## config.mk

```make
export PLATFORM = sky130hd
export DESIGN_NAME = char_lcd_nibble_sequencer_unit
export DESIGN_NICKNAME = d
export VERILOG_FILES = /design/src/hw/rtl/clns_pkg.sv /design/src/hw/rtl/char_lcd_nibble_sequencer_unit.sv
export SDC_FILE = /design/constraint.sdc
export NUM_CORES = 1
export LEC_CHECK = 0
export BUFFER_PORTS_ARGS = -buffer_cell sky130_fd_sc_hd__clkbuf_2
export CORE_MARGIN = 1
export CORE_UTILIZATION = 45
export CTS_BUF_LIST = sky130_fd_sc_hd__clkbuf_8
export DETAILED_ROUTE_END_ITERATION = 8
export GPL_TIMING_DRIVEN = 0
export PLACE_DENSITY = 0.7
export SYNTH_ARGS = -nofsm -noshare
export SYNTH_HDL_FRONTEND = slang
export SYNTH_SLANG_ARGS = --single-unit
```

## constraint.sdc

```tcl
create_clock -name clk_i -period 6.7 [get_ports clk_i]
set_input_delay 1.34 -clock clk_i [delete_from_list [all_inputs] [get_ports clk_i]]
set_output_delay 1.34 -clock clk_i [all_outputs]
set_load 0.02 [all_outputs]
```

## src/hw/rtl/clns_pkg.sv

```systemverilog
// Package with the payload types, control word format and microcode table of the LCD sequencer.
package clns_pkg;

  typedef struct packed {
    logic [2:0] action;
    logic [7:0] byte_value;
    logic [1:0] line_number;
    logic [5:0] column_number;
  } in_item_t;

  typedef struct packed {
    logic        register_select;
    logic [3:0]  nibble;
    logic [13:0] wait_before_us;
    logic [12:0] wait_after_us;
    logic        last_strobe;
  } out_item_t;

  localparam int unsigned CfgIdxW  = 2;
  localparam int unsigned CfgDataW = 8;

  localparam logic [CfgIdxW-1:0] CfgFunctionSet = 2'd0;
  localparam logic [CfgIdxW-1:0] CfgDisplayOff  = 2'd1;
  localparam logic [CfgIdxW-1:0] CfgEntryMode   = 2'd2;
  localparam logic [CfgIdxW-1:0] CfgDisplayOn   = 2'd3;

  localparam logic [7:0] FunctionSetReset = 8'h28;
  localparam logic [7:0] DisplayOffReset  = 8'h08;
  localparam logic [7:0] EntryModeReset   = 8'h06;
  localparam logic [7:0] DisplayOnReset   = 8'h0C;

  localparam logic [2:0] ActInit    = 3'd0;
  localparam logic [2:0] ActCommand = 3'd1;
  localparam logic [2:0] ActData    = 3'd2;
  localparam logic [2:0] ActHex     = 3'd3;
  localparam logic [2:0] ActCursor  = 3'd4;

  localparam logic [7:0] CmdClear   = 8'h01;
  localparam logic [7:0] CmdHome    = 8'h02;
  localparam logic [7:0] CmdSetAddr = 8'h80;
  localparam logic [7:0] WakeNib3   = 8'h03;
  localparam logic [7:0] WakeNib2   = 8'h02;
  localparam logic [6:0] Line2Base  = 7'h40;
  localparam logic [7:0] AsciiZero  = 8'h30;
  localparam logic [7:0] AsciiAlpha = 8'h37;

  localparam logic [13:0] PowerUpWaitUs = 14'd16000;
  localparam logic [12:0] WaitWake0Us   = 13'd5000;
  localparam logic [12:0] WaitWake1Us   = 13'd110;
  localparam logic [12:0] WaitWake3Us   = 13'd40;
  localparam logic [12:0] WaitCmdUs     = 13'd43;
  localparam logic [12:0] WaitLongCmdUs = 13'd2043;

  typedef enum logic [3:0] {
    SRC_WAKE3,
    SRC_WAKE2,
    SRC_FSET,
    SRC_DOFF,
    SRC_CLEAR,
    SRC_ENTRY,
    SRC_DON,
    SRC_IN_BYTE,
    SRC_HEX_HI,
    SRC_HEX_LO,
    SRC_CURSOR
  } src_sel_e;

  typedef enum logic [2:0] {
    WA_NONE,
    WA_5000,
    WA_110,
    WA_40,
    WA_CMD
  } wait_sel_e;

  typedef struct packed {
    src_sel_e  src;
    logic      hi_half;
    logic      rs;
    logic      power_wait;
    wait_sel_e wait_after;
    logic      last;
  } ucode_t;

  localparam int unsigned PcW       = 5;
  localparam int unsigned UcodeLen  = 24;

  localparam logic [PcW-1:0] EntryInit    = 5'd0;
  localparam logic [PcW-1:0] EntryCommand = 5'd14;
  localparam logic [PcW-1:0] EntryData    = 5'd16;
  localparam logic [PcW-1:0] EntryHex     = 5'd18;
  localparam logic [PcW-1:0] EntryCursor  = 5'd22;

  function automatic ucode_t uw(src_sel_e src, logic hi_half, logic rs, logic power_wait,
                                wait_sel_e wait_after, logic last);
    ucode_t w;
    w.src        = src;
    w.hi_half    = hi_half;
    w.rs         = rs;
    w.power_wait = power_wait;
    w.wait_after = wait_after;
    w.last       = last;
    return w;
  endfunction

  function automatic ucode_t ucode_rom(logic [PcW-1:0] pc);
    ucode_t w;
    case (pc)
      5'd0:    w = uw(SRC_WAKE3,   1'b0, 1'b0, 1'b1, WA_5000, 1'b0);
      5'd1:    w = uw(SRC_WAKE3,   1'b0, 1'b0, 1'b0, WA_110,  1'b0);
      5'd2:    w = uw(SRC_WAKE3,   1'b0, 1'b0, 1'b0, WA_110,  1'b0);
      5'd3:    w = uw(SRC_WAKE2,   1'b0, 1'b0, 1'b0, WA_40,   1'b0);
      5'd4:    w = uw(SRC_FSET,    1'b1, 1'b0, 1'b0, WA_NONE, 1'b0);
      5'd5:    w = uw(SRC_FSET,    1'b0, 1'b0, 1'b0, WA_CMD,  1'b0);
      5'd6:    w = uw(SRC_DOFF,    1'b1, 1'b0, 1'b0, WA_NONE, 1'b0);
      5'd7:    w = uw(SRC_DOFF,    1'b0, 1'b0, 1'b0, WA_CMD,  1'b0);
      5'd8:    w = uw(SRC_CLEAR,   1'b1, 1'b0, 1'b0, WA_NONE, 1'b0);
      5'd9:    w = uw(SRC_CLEAR,   1'b0, 1'b0, 1'b0, WA_CMD,  1'b0);
      5'd10:   w = uw(SRC_ENTRY,   1'b1, 1'b0, 1'b0, WA_NONE, 1'b0);
      5'd11:   w = uw(SRC_ENTRY,   1'b0, 1'b0, 1'b0, WA_CMD,  1'b0);
      5'd12:   w = uw(SRC_DON,     1'b1, 1'b0, 1'b0, WA_NONE, 1'b0);
      5'd13:   w = uw(SRC_DON,     1'b0, 1'b0, 1'b0, WA_CMD,  1'b1);
      5'd14:   w = uw(SRC_IN_BYTE, 1'b1, 1'b0, 1'b0, WA_NONE, 1'b0);
      5'd15:   w = uw(SRC_IN_BYTE, 1'b0, 1'b0, 1'b0, WA_CMD,  1'b1);
      5'd16:   w = uw(SRC_IN_BYTE, 1'b1, 1'b1, 1'b0, WA_NONE, 1'b0);
      5'd17:   w = uw(SRC_IN_BYTE, 1'b0, 1'b1, 1'b0, WA_NONE, 1'b1);
      5'd18:   w = uw(SRC_HEX_HI,  1'b1, 1'b1, 1'b0, WA_NONE, 1'b0);
      5'd19:   w = uw(SRC_HEX_HI,  1'b0, 1'b1, 1'b0, WA_NONE, 1'b0);
      5'd20:   w = uw(SRC_HEX_LO,  1'b1, 1'b1, 1'b0, WA_NONE, 1'b0);
      5'd21:   w = uw(SRC_HEX_LO,  1'b0, 1'b1, 1'b0, WA_NONE, 1'b1);
      5'd22:   w = uw(SRC_CURSOR,  1'b1, 1'b0, 1'b0, WA_NONE, 1'b0);
      5'd23:   w = uw(SRC_CURSOR,  1'b0, 1'b0, 1'b0, WA_CMD,  1'b1);
      default: w = uw(SRC_WAKE3,   1'b0, 1'b0, 1'b0, WA_NONE, 1'b1);
    endcase
    return w;
  endfunction

  function automatic logic [7:0] hex_ascii(logic [3:0] v);
    return (v < 4'd10) ? (AsciiZero + {4'd0, v}) : (AsciiAlpha + {4'd0, v});
  endfunction

endpackage

```

## src/hw/rtl/char_lcd_nibble_sequencer_unit.sv

```systemverilog
// Microcoded sequencer that turns one LCD request into its run of 4-bit strobe transfers.
// An accepted request loads the program counter and busy flag; each strobe is registered at the output.
// Throughput: one strobe per cycle, unless the output stalls, from a 24-word control table
// stepped by a program counter; a request has 14 strobes for init, 4 for hex, 2 otherwise.
// The next request is accepted in the cycle that issues the last strobe of the current one.
// Reset clears the sequencer and output valid and loads the power-on initialization commands.
module char_lcd_nibble_sequencer_unit (
  input  logic                      clk_i,
  input  logic                      rst_ni,
  input  logic                      in_valid_i,
  output logic                      in_stall_o,
  input  clns_pkg::in_item_t        in_data_i,
  output logic                      out_valid_o,
  input  logic                      out_stall_i,
  output clns_pkg::out_item_t       out_data_o,
  input  logic                      cfg_we_i,
  input  logic [clns_pkg::CfgIdxW-1:0]  cfg_index_i,
  input  logic [clns_pkg::CfgDataW-1:0] cfg_data_i
);
  import clns_pkg::*;

  logic           busy_q, busy_d;
  logic [PcW-1:0] pc_q, pc_d;
  in_item_t       item_q;
  logic [7:0]     fset_q, doff_q, entry_q, don_q;
  logic           out_valid_q, out_valid_d;
  out_item_t      out_q, out_d;

  ucode_t         uword;
  logic           step;
  logic           in_accept;
  logic           act_known;
  logic [PcW-1:0] entry_pc;
  logic [7:0]     sel_byte;
  logic [6:0]     cursor_addr;
  logic [6:0]     line_base;
  logic [12:0]    wait_after;

  assign uword     = ucode_rom(pc_q);
  assign step      = busy_q && (!out_valid_q || !out_stall_i);
  assign in_stall_o = busy_q && !(step && uword.last);
  assign in_accept = in_valid_i && !in_stall_o;

  always_comb begin
    act_known = 1'b1;
    entry_pc  = EntryInit;
    case (in_data_i.action)
      ActInit:    entry_pc = EntryInit;
      ActCommand: entry_pc = EntryCommand;
      ActData:    entry_pc = EntryData;
      ActHex:     entry_pc = EntryHex;
      ActCursor:  entry_pc = EntryCursor;
      default:    act_known = 1'b0;
    endcase
  end

  assign line_base   = (item_q.line_number == 2'd1) ? 7'd0 : Line2Base;
  assign cursor_addr = line_base + {1'b0, item_q.column_number} - 7'd1;

  always_comb begin
    unique case (uword.src)
      SRC_WAKE3:   sel_byte = WakeNib3;
      SRC_WAKE2:   sel_byte = WakeNib2;
      SRC_FSET:    sel_byte = fset_q;
      SRC_DOFF:    sel_byte = doff_q;
      SRC_CLEAR:   sel_byte = CmdClear;
      SRC_ENTRY:   sel_byte = entry_q;
      SRC_DON:     sel_byte = don_q;
      SRC_IN_BYTE: sel_byte = item_q.byte_value;
      SRC_HEX_HI:  sel_byte = hex_ascii(item_q.byte_value[7:4]);
      SRC_HEX_LO:  sel_byte = hex_ascii(item_q.byte_value[3:0]);
      SRC_CURSOR:  sel_byte = CmdSetAddr | {1'b0, cursor_addr};
      default:     sel_byte = '0;
    endcase
  end

  always_comb begin
    unique case (uword.wait_after)
      WA_NONE: wait_after = '0;
      WA_5000: wait_after = WaitWake0Us;
      WA_110:  wait_after = WaitWake1Us;
      WA_40:   wait_after = WaitWake3Us;
      WA_CMD:  wait_after = (sel_byte == CmdClear || sel_byte == CmdHome) ?
                            WaitLongCmdUs : WaitCmdUs;
      default: wait_after = '0;
    endcase
  end

  always_comb begin
    out_d.register_select = uword.rs;
    out_d.nibble          = uword.hi_half ? sel_byte[7:4] : sel_byte[3:0];
    out_d.wait_before_us  = uword.power_wait ? PowerUpWaitUs : 14'd0;
    out_d.wait_after_us   = wait_after;
    out_d.last_strobe     = uword.last;
  end

  always_comb begin
    busy_d      = busy_q;
    pc_d        = pc_q;
    out_valid_d = out_valid_q && out_stall_i;
    if (step) begin
      out_valid_d = 1'b1;
      pc_d        = pc_q + PcW'(1);
      if (uword.last) begin
        busy_d = 1'b0;
      end
    end
    if (in_accept && act_known) begin
      busy_d = 1'b1;
      pc_d   = entry_pc;
    end
  end

  always_ff @(posedge clk_i or negedge rst_ni) begin
    if (!rst_ni) begin
      busy_q      <= 1'b0;
      pc_q        <= '0;
      out_valid_q <= 1'b0;
      fset_q      <= FunctionSetReset;
      doff_q      <= DisplayOffReset;
      entry_q     <= EntryModeReset;
      don_q       <= DisplayOnReset;
    end else begin
      busy_q      <= busy_d;
      pc_q        <= pc_d;
      out_valid_q <= out_valid_d;
      if (cfg_we_i) begin
        case (cfg_index_i)
          CfgFunctionSet: fset_q  <= cfg_data_i;
          CfgDisplayOff:  doff_q  <= cfg_data_i;
          CfgEntryMode:   entry_q <= cfg_data_i;
          CfgDisplayOn:   don_q   <= cfg_data_i;
          default:        ;
        endcase
      end
    end
  end

  always_ff @(posedge clk_i) begin
    if (in_accept) begin
      item_q <= in_data_i;
    end
    if (step) begin
      out_q <= out_d;
    end
  end

  assign out_valid_o = out_valid_q;
  assign out_data_o  = out_q;

`ifndef SYNTH
  a_pc_in_range: assert property (@(posedge clk_i) disable iff (!rst_ni)
    busy_q |-> (pc_q < PcW'(UcodeLen)))
    else $error("program counter outside the control table");

  a_stall_holds_pc: assert property (@(posedge clk_i) disable iff (!rst_ni)
    (busy_q && out_valid_o && out_stall_i) |=> $stable(pc_q))
    else $error("sequencer advanced while the output was stalled");

  a_last_ends: assert property (@(posedge clk_i) disable iff (!rst_ni)
    (step && uword.last && !in_accept) |=> !busy_q)
    else $error("sequencer still busy after the last strobe");

  a_unknown_ignored: assert property (@(posedge clk_i) disable iff (!rst_ni)
    (in_accept && !act_known) |=> !busy_q)
    else $error("unknown action started a sequence");

  a_step_gives_valid: assert property (@(posedge clk_i) disable iff (!rst_ni)
    step |=> out_valid_o)
    else $error("strobe issued without an output transfer");
`endif

endmodule

```

After elaboration in Yosys (flattened, before gate mapping):

Memory sizes are Yosys's and may differ from the RTL's.
Cells that the tools add are included.

* bits of input ports: 34
* register bits: 88
* logic and storage cells: 88
* ROM bits: 352
* memories kept: 1
* output and inout port bits: 35

Memories
* (no name shown): words 32, width 11, rd ports 1, clocked after memory_dff 0, wr ports 0, RTL line clns_pkg.sv:108 `case (pc)`

* eq/ne operators: 24
* add/sub/neg operators: 7
* $lt $le $gt $ge: 2
* reductions and logical operators: 23
* multiplexer cells: 16

Operators with widths (count)
* 8-bit case mux with 11 select lines: 1
* 13-bit case mux with 4 select lines: 1
* 6-bit by 4-bit adder with 7-bit output, first input constant: 4
* 7-bit 2-to-1 mux: 3
* 5-bit case mux with 4 select lines: 1
* 4-bit by 3-bit == test with 1-bit output, second input constant: 4
* 14-bit 2-to-1 mux: 1
* 3-bit by 2-bit == test with 1-bit output, second input constant: 4
* 4-bit == test, second input constant: 3
* 11-bit 2-to-1 mux: 1
* 5-bit 2-to-1 mux: 2
* 2-bit AND reduction: 5
* 4-bit by 2-bit == test with 1-bit output, second input constant: 2
* 8-bit by 1-bit == test with 1-bit output, second input constant: 1
* 8-bit by 2-bit == test with 1-bit output, second input constant: 1
* 4-bit < comparator, second input constant: 2
* 7-bit by 6-bit adder with 7-bit output: 1
* 7-bit by 1-bit subtractor with 7-bit output, second input constant: 1
* 3-bit by 1-bit == test with 1-bit output, second input constant: 2
* 3-bit == test, second input constant: 2
* 1-bit logical AND: 6
* 5-bit by 1-bit adder with 5-bit output, second input constant: 1
* 1-bit 2-to-1 mux: 5
* 5-bit OR reduction: 1
* other kinds (10): 17

Logic depth before layout (Yosys ltp):

Gate-level depths: netlist of run 1.

* word-level depth: 11
* mapped depth: 12
* gate-level depth less buffers: 9

Worst setup path after synthesis of run 1:

Ideal clock, no wire load.

* kind: in2out
* start: input out_stall_i
* end: output in_stall_o
* setup slack: 3502 ps
* required time: 5360 ps
* arrival time: 1858 ps
* stages on the path: 3
* path through: nand2_1 a21boi_0 nor2_1

* longest elaborated chain between the ends: 6

Ends and longest elaborated chain
* start: declaration: RTL line char_lcd_nibble_sequencer_unit.sv:14 `input logic out_stall_i,`
* 1-bit logical NOT: RTL line char_lcd_nibble_sequencer_unit.sv:40 `assign step = busy_q && (!out_valid_q || !out_stall_i);`
* 1-bit logical OR: RTL line char_lcd_nibble_sequencer_unit.sv:40
* 1-bit logical AND: RTL line char_lcd_nibble_sequencer_unit.sv:40
* 1-bit logical AND: RTL line char_lcd_nibble_sequencer_unit.sv:41 `assign in_stall_o = busy_q && !(step && uword.last);`
* 1-bit logical NOT: RTL line char_lcd_nibble_sequencer_unit.sv:41
* 1-bit logical AND: RTL line char_lcd_nibble_sequencer_unit.sv:41
* end: declaration: RTL line char_lcd_nibble_sequencer_unit.sv:11 `output logic in_stall_o,`

Every way passes these cells.

Worst setup path in the final report of run 1:

* start: register pc_q[3]
* end: output in_stall_o

* longest elaborated chain between the ends: 4

Ends and longest elaborated chain
* start: declaration: RTL line char_lcd_nibble_sequencer_unit.sv:23 `logic [PcW-1:0] pc_q, pc_d;`
* start signal: assignment: RTL line char_lcd_nibble_sequencer_unit.sv:125 `pc_q <= pc_d;`
* memory read 32 x 11 bit
* 1-bit logical AND: RTL line char_lcd_nibble_sequencer_unit.sv:41
* 1-bit logical NOT: RTL line char_lcd_nibble_sequencer_unit.sv:41
* 1-bit logical AND: RTL line char_lcd_nibble_sequencer_unit.sv:41

Every way passes these cells.

==> reports/qor.yml, run 1 <==
status: "finished with violations"
violations: "design-rule violations"
hpwl_mm: 7.40
synth_ff_type: "edfxtp_1"
finClkSkew_ns: 0.0115
maxCapViolations: 0
cts_resized: 0
cts_root_buf: "clkbuf_8"
dieHeight_um: 98.0
timing.hold.ws_ns: 0.514
core_um2: 8810
period_minus_slack_ns: 4.17
setup-tns-final_ns: 0
rsz0062_at_grt: "false"
worstHoldPathCells: 1
crit_path_max_incr_delay_ns: 0.46
cts_tree: "built"
overflow: 0
synth_top_area_share_pct: 23.2
ys_ff_latch: 71
hold_class: "reg2reg"
cp.arrival_ns: 2.83
p_leak_uw: 0.00207
post-cts-setup-buffers: 0
crit_type: "reg2out"
synth_cells: 385
fmax_mhz: 240
fin_crit_sh_pct: 62.3
ant_nets: 0
grt_start_max_net_pins: 40
num_io_pins: 69
worst_setup_path_end_kind: "output port"
start_kind: "register"
grt_usage_pct: 21.7
antenna_found_initial: 0
r2r_end: "out_data_o[10]"
clkLatencyLatePin_ns: 0.36
antenna_cells: 0
drt-total-wl_mm: 9.92
synth.area.top_cells: "edfxtp_1 (23%), dfrtp_1 (19%), mux2_2 (9.5%)"
dieArea_um2: 9600
hold_viol_final: 0
wl_per_cell_um: 17.2
crit_top_cell: "clkbuf_1"
timing.rr.start: "pc_q[2]"
ys_warn_count: 0
worst_pin_slew_ns: 1.30
cts_buffers: 9
dr.pass1.iters: 9
setup_ws_ns: 2.53
die_x_um: 98.0
grt_pass1_vias: 3030
viasPerCell: 5.76
layout.nets: 507
powerDensity_nw_per_um2: 484
dr_total_vias: 3319
ys_types: 64
layout-drive-gt1-share_pct: 31.4
rr_worst_depth: 12
drt_iter0_drc: 232
drc: 8
cts.reportedPaths.clkPinSlew_ns: 0.08
hold_end: "doff_q[1]"
port_buffers: 59
place.gp.congestion: 0.951
holdBufCountCts: 0
cp.required_ns: 5.36
path_cells: "clkbuf_1, clkbuf_1, clkbuf_1, o211ai_1, a21boi_0, nor2_1, clkbuf_2"
timing.reg2reg.setup_slack_ns: 2.72
peakVddDrop_uv: 189
worstHoldStart: "doff_q[1]"
ys_async_sr_fraction_pct: 54.9
crit_path_top_delay_cell: "dfrtp_1"
cp_max_fo: 10
avgSynthCellArea_um2: 10.8
grt_pass1_wl_mm: 15.8
synth_edf_count: 32
cts.sinks: 71
start_util_pct: 47.1
place_ws_ns: 2.81
cts_buffer_depth: 2
synth_top_area_cell: "edfxtp_1"
area_growth_pct: 17.2
slew_viol_final: 0
totalPowerFinal_uw: 2350
slew_headroom_pct: 12.9
setup_violations: 0
row_count: 34
synth_area_um2: 4150
cts_htree_levels: 3
synth-seq-area-share_pct: 46.9
## cell usage after synthesis (all sizes together), types with 2 or more instances
library cell / n
a211oi: 4
nor4b: 2
a32oi: 2
o21ai: 26
nand3b: 4
nand2: 16
mux2: 37
nor2: 19
dfrtp: 32
a31oi: 4
nand2b: 4
edfxtp: 32
clkbuf: 12
xor2: 2
a21boi: 5
nor2b: 12
dfstp: 7
o32a: 2
xnor2: 7
a22oi: 4
a21oi: 17
o31ai: 5
o211ai: 5
a2bb2oi: 2
or3: 2
buf: 20
a32o: 2
o22ai: 3
a22o: 6
o21a: 3
ha: 10
nor4bb: 2
mux2i: 3
or4: 2
and2: 4
nand3: 9
nand4: 3
nor4: 3
nor3b: 6
nor3: 8
inv: 18
or2: 5
## routing by layer
layer  share of wire (%)  vias to the layer above  GRT usage, %
met5                   0                        -             0
met4                 3.7                        0          10.5
met3                 6.1                       31          4.15
met2                  47                      134          34.8
met1                  43                     1590          28.2
li1                    -                     1564             -
## how the worst max path moves through the flow
| stage | start | endpoint | slack [ns] | cells after the start |
|---|---|---|---|---|
| after detailed placement | pc_q[2] | out_data_o[10] | 2.81 | 12 |
| after CTS | pc_q[3] | in_stall_o | 2.59 | 7 |
| after global placement | pc_q[2] | out_data_o[10] | 2.85 | 12 |
| final | pc_q[3] | in_stall_o | 2.53 | 7 |
| after floorplan | out_stall_i | in_stall_o | 3.50 | 3 |
| after global routing | pc_q[3] | in_stall_o | 2.31 | 7 |
## report_power, final
group,leakage [uW],internal [uW],switching [uW]
registers,0.000757,632,86.8
clock network,0.000127,260,176
logic,0.00118,468,729
## stage by stage
stage,std cells,util (%),instance area (um^2)
6_report,576,55.2,4860
4_1_cts,576,55.2,4860
3_5_place_dp,560,52.3,4610
2_1_floorplan,393,-,4180
5_1_grt,576,55.2,4860
3_3_place_gp,560,52.3,4610
## cells by family after synthesis
family	share of synthesized area, %
simple gates	14.9
buf+inv	6.61
flops	46.9
compound gates	15.6
mux	11.0
fa+ha+maj	3.02
xor+xnor	1.90
other cells	0.0904
## state kept, by name, indices dropped and copies added, names as in the netlist
| name | flops |
|---|---|
| item_q | 16 |
| entry_q | 8 |
| out_valid_o | 1 |
| busy_q | 1 |
| fset_q | 8 |
| pc_q | 5 |
| doff_q | 8 |
| out_data_o | 16 |
| don_q | 8 |
## final cells by class
| class | count | area [um^2] |
|---|---|---|
| Fill cell | 782 | 3940 |
| Clock inverter | 6 | 116 |
| Clock buffer | 10 | 138 |
| Timing Repair Buffer | 59 | 295 |
| Inverter | 18 | 67.6 |
| Multi-Input combinational cell | 272 | 1960 |
| Buffer | 32 | 206 |
| Tap cell | 108 | 135 |
| Sequential cell | 71 | 1950 |
## critical path: cells and delay by family, from the launching register on
family	cells	cell delay, ns
AOI/OAI and AO/OA	2	0.50
buffers and inverters	4	1.43
DFF	1	0.46
and+or+nand+nor	1	0.07
## placed cells by master, fill, tap and decap left out, types with 4 or more instances in the layout
cell type,count
edfxtp_1,32
a21boi_0,5
a211oi_1,4
clkbuf_1,12
clkbuf_2,59
and2_1,4
conb_1,9
a31oi_1,4
nand3b_1,4
nor2_1,19
nor3_1,7
o31ai_1,5
xnor2_1,7
nor3b_1,6
nor2b_1,12
buf_4,17
a21oi_1,17
a22o_1,6
inv_1,18
ha_1,10
nand2_1,16
nand2b_1,4
mux2_2,35
dfrtp_1,32
o211ai_1,5
dfstp_2,7
clkbuf_8,10
o21ai_0,23
a22oi_1,4
nand3_1,9
No activity file was read; power rests on OpenSTA's default activity.
==> inputs of run 2 (changes only) <==
--- a/config.mk
+++ b/config.mk
@@ -11,7 +11,7 @@
 export CTS_BUF_LIST = sky130_fd_sc_hd__clkbuf_8
 export DETAILED_ROUTE_END_ITERATION = 8
 export GPL_TIMING_DRIVEN = 0
-export PLACE_DENSITY = 0.7
+export PLACE_DENSITY = 0.73
 export SYNTH_ARGS = -nofsm -noshare
 export SYNTH_HDL_FRONTEND = slang
 export SYNTH_SLANG_ARGS = --single-unit
==> constraint.sdc (replaced) <==
create_clock -name clk_i -period 3.75 [get_ports clk_i]
set_input_delay 0.75 -clock clk_i [delete_from_list [all_inputs] [get_ports clk_i]]
set_output_delay 0.75 -clock clk_i [all_outputs]
set_load 0.02 [all_outputs]
==> run 2 against run 1 <==
The flow still finishes with violations (design-rule violations). Critical path depth rose by 5. Wire length up 0.79%. Sequential share of layout area increased by 0.59 points. Sequential power grew 81%. Critical path type is now reg2reg. Global-route usage increased by 0.76 points. Clock-buffer cell count shrank 1. Largest cell class unchanged. Critical endpoint is now out_data_o[10]. Non-clock buffer count shrank 1. Cell area is 1.4% lower. Clock power increased by 24%.
==> reports/qor.yml, run 2 (synthesis results as in run 1) <==
status: "finished with violations"
violations: "design-rule violations"
cts_buffers: 9  # unchanged
overflow: 0  # unchanged
grt_usage_pct: 22.4  # +0.76 points
pwr-share-comb_pct: 53.7  # +2.8 points
ant_nets: 0  # unchanged
grt_use_met1_pct: 28.9  # +0.62 points
port_buffers: 59  # unchanged
pwr-share-seq_pct: 32.7  # +2.1 points
timing.rr.start: "pc_q[1]"
setup_violations: 0  # unchanged
peakVddDrop_uv: 294  # +55%
n_fill_cell: 806  # +3.1%
hpwl_mm: 7.84  # +5.9%
cts.sinks: 71  # unchanged
grt_pass1_wl_mm: 16.5  # +4.7%
fin_crit_sh_pct: 92.4
powerDensity_nw_per_um2: 830  # +71%
row_count: 34  # unchanged
layout-drive-gt1-share_pct: 32.5  # +1.1 points
core_um2: 8810  # unchanged
clkLatencyLatePin_ns: 0.36  # about the same
slew_headroom_pct: 32.1  # +19 points
rr_worst_depth: 12  # unchanged
grt-busiest-layer: "met2"
dr_total_vias: 3239  # -2.4%
intPower_uw: 2220  # +63%
fmax_mhz: 289
place.gp.congestion: 0.974  # +2.5%
clock_power_share_pct: 13.6  # -4.9 points
worst_setup_path_end_kind: "register"
drc: 7  # -1
final_common_cell: "clkbuf_2"
worst_pin_slew_ns: 1.02  # -0.285 ns
cts_htree_levels: 3  # unchanged
dr.pass1.iters: 6  # -3
cp_max_fo: 10  # unchanged
die_x_um: 98.0  # unchanged
holdBufCountCts: 0  # unchanged
power_switching_uw: 1760  # +77%
area_growth_pct: 15.6
dieHeight_um: 98.0  # unchanged
r2r_end: "out_data_o[10]"
grt_pass1_vias: 3163  # +4.4%
layout.nets: 506  # -0.20%
crit_type: "reg2reg"
num_io_pins: 69  # unchanged
fin_util_pct: 54.4  # -0.77 points
cts_buffer_depth: 2  # unchanged
layout_common_cells: "clkbuf_2 (61), mux2_2 (35), edfxtp_1 (32)"
rsz0062_at_grt: "false"
hold_class: "reg2reg"
cp.arrival_ns: 3.67  # +0.84 ns
p_leak_uw: 0.00203  # -1.5%
start_util_pct: 47.1  # unchanged
critical_path.startpoint: "pc_q[1]"
viasPerCell: 5.63  # -2.2%
finClkSkew_ns: 0.0105  # -0.00101 ns
setup-tns-final_ns: 0  # unchanged
drt-total-wl_mm: 10.0  # +0.79%
cts_root_buf: "clkbuf_8"
start_kind: "register"
antenna_cells: 0  # unchanged
period_minus_slack_ns: 3.46
use_met2_pct: 38.7  # +3.9 points
antenna_found_initial: 0  # unchanged
grt_start_max_net_pins: 40  # unchanged
dieArea_um2: 9600  # unchanged
cts_tree: "built"
final_cell_area_um2: 4790  # -1.4%
drt_iter0_drc: 191  # -18%
slew_viol_final: 0  # unchanged
cp.required_ns: 3.96  # -1.40 ns
hold_viol_final: 0  # unchanged
grt_use_met3_pct: 4.01  # -0.14 points
maxCapViolations: 0  # unchanged
cts.reportedPaths.clkPinSlew_ns: 0.08  # about the same
placed_area_um2: 4610  # unchanged
wl_per_cell_um: 17.4  # +0.96%
timing.reg2reg.setup_slack_ns: 0.29  # -2.43 ns
switching_share_pct: 44.2  # +2.0 points
timing.critical_path.to: "out_data_o[10]"
[run 2: cell types whose count changed in the layout (fill, tap and decap cells not counted), sizes merged]
| cell | previous run | this run |
|---|---|---|
| bufinv | 3 | 0 |
| inv | 19 | 20 |
| clkinvlp | 0 | 1 |
| clkbuf | 81 | 78 |
| buf | 20 | 21 |
| clkinv | 2 | 4 |
[run 2: routing by layer]
layer | vias to the layer above | part of all wire, %
met4 | 0 | 1.6
met3 | 17 | 4.2
li1 | 1566 | -
met2 | 83 | 49
met5 | - | 0
met1 | 1573 | 45
[run 2: final cells by class]
type | count | area (um^2) | area share [%]
repair buffers | 60 | 300 | 6.26
clock buffers | 9 | 124 | 2.58
flip-flops and latches | 71 | 1950 | 40.6
plain buffers | 30 | 201 | 4.20
well taps | 108 | 135 | 2.82
clock inverters | 7 | 45.0 | 0.939
inverters | 18 | 71.3 | 1.49
multi-input cells | 272 | 1970 | 41.1
[run 2: worst min path at each step]
stage / startpoint / end / slack (ns) / depth (start not counted)
after CTS: busy_q / out_valid_o / 0.51 / 2
after detailed placement: busy_q / out_valid_o / 0.49 / 2
after global routing: don_q[6] / don_q[6] / 0.52 / 1
after floorplan: rst_ni / busy_q / 0.45 / 0
final: busy_q / out_valid_o / 0.51 / 2
after global placement: busy_q / out_valid_o / 0.48 / 2
[run 2: what timing repair did]
action                                  4_1_cts  5_1_grt
buffers inserted                              0        0
gates resized for setup                       0        7
endpoints found under the setup margin        3        5
[run 2: metrics by stage]
step                      setup slack (ns)  hold WS [ns]  total power [uW]  cells
after floorplan                      0.629         0.454              2810    393
after global placement             -0.0840         0.475              3380    560
after detailed placement            -0.125         0.491              3410    560
after CTS                           0.0377         0.507              3950    575
after global routing               0.00435         0.523              4260    575
final                                0.286         0.507              3980    575
[run 2: worst max-delay path, stage by stage (launching register included)]
cell and delay [ns]:
dfrtp_1 0.42, buf_6 0.16, inv_1 0.11, ha_1 0.21, clkbuf_2 0.20, and4b_1 0.26, or2_0 0.20, clkbuf_1 0.20
a32o_1 0.34, a2111oi_4 0.41, nand4b_1 0.19, or4_4 0.46, o21bai_1 0.15
[run 2: power by group through the flow]
stage,Clock (uW),Combinational (uW),Sequential [uW]
after CTS,554,2100,1300
after floorplan,0,1440,1370
after detailed placement,0,2110,1300
final,540,2140,1300
after global placement,0,2090,1290
after global routing,582,2340,1330
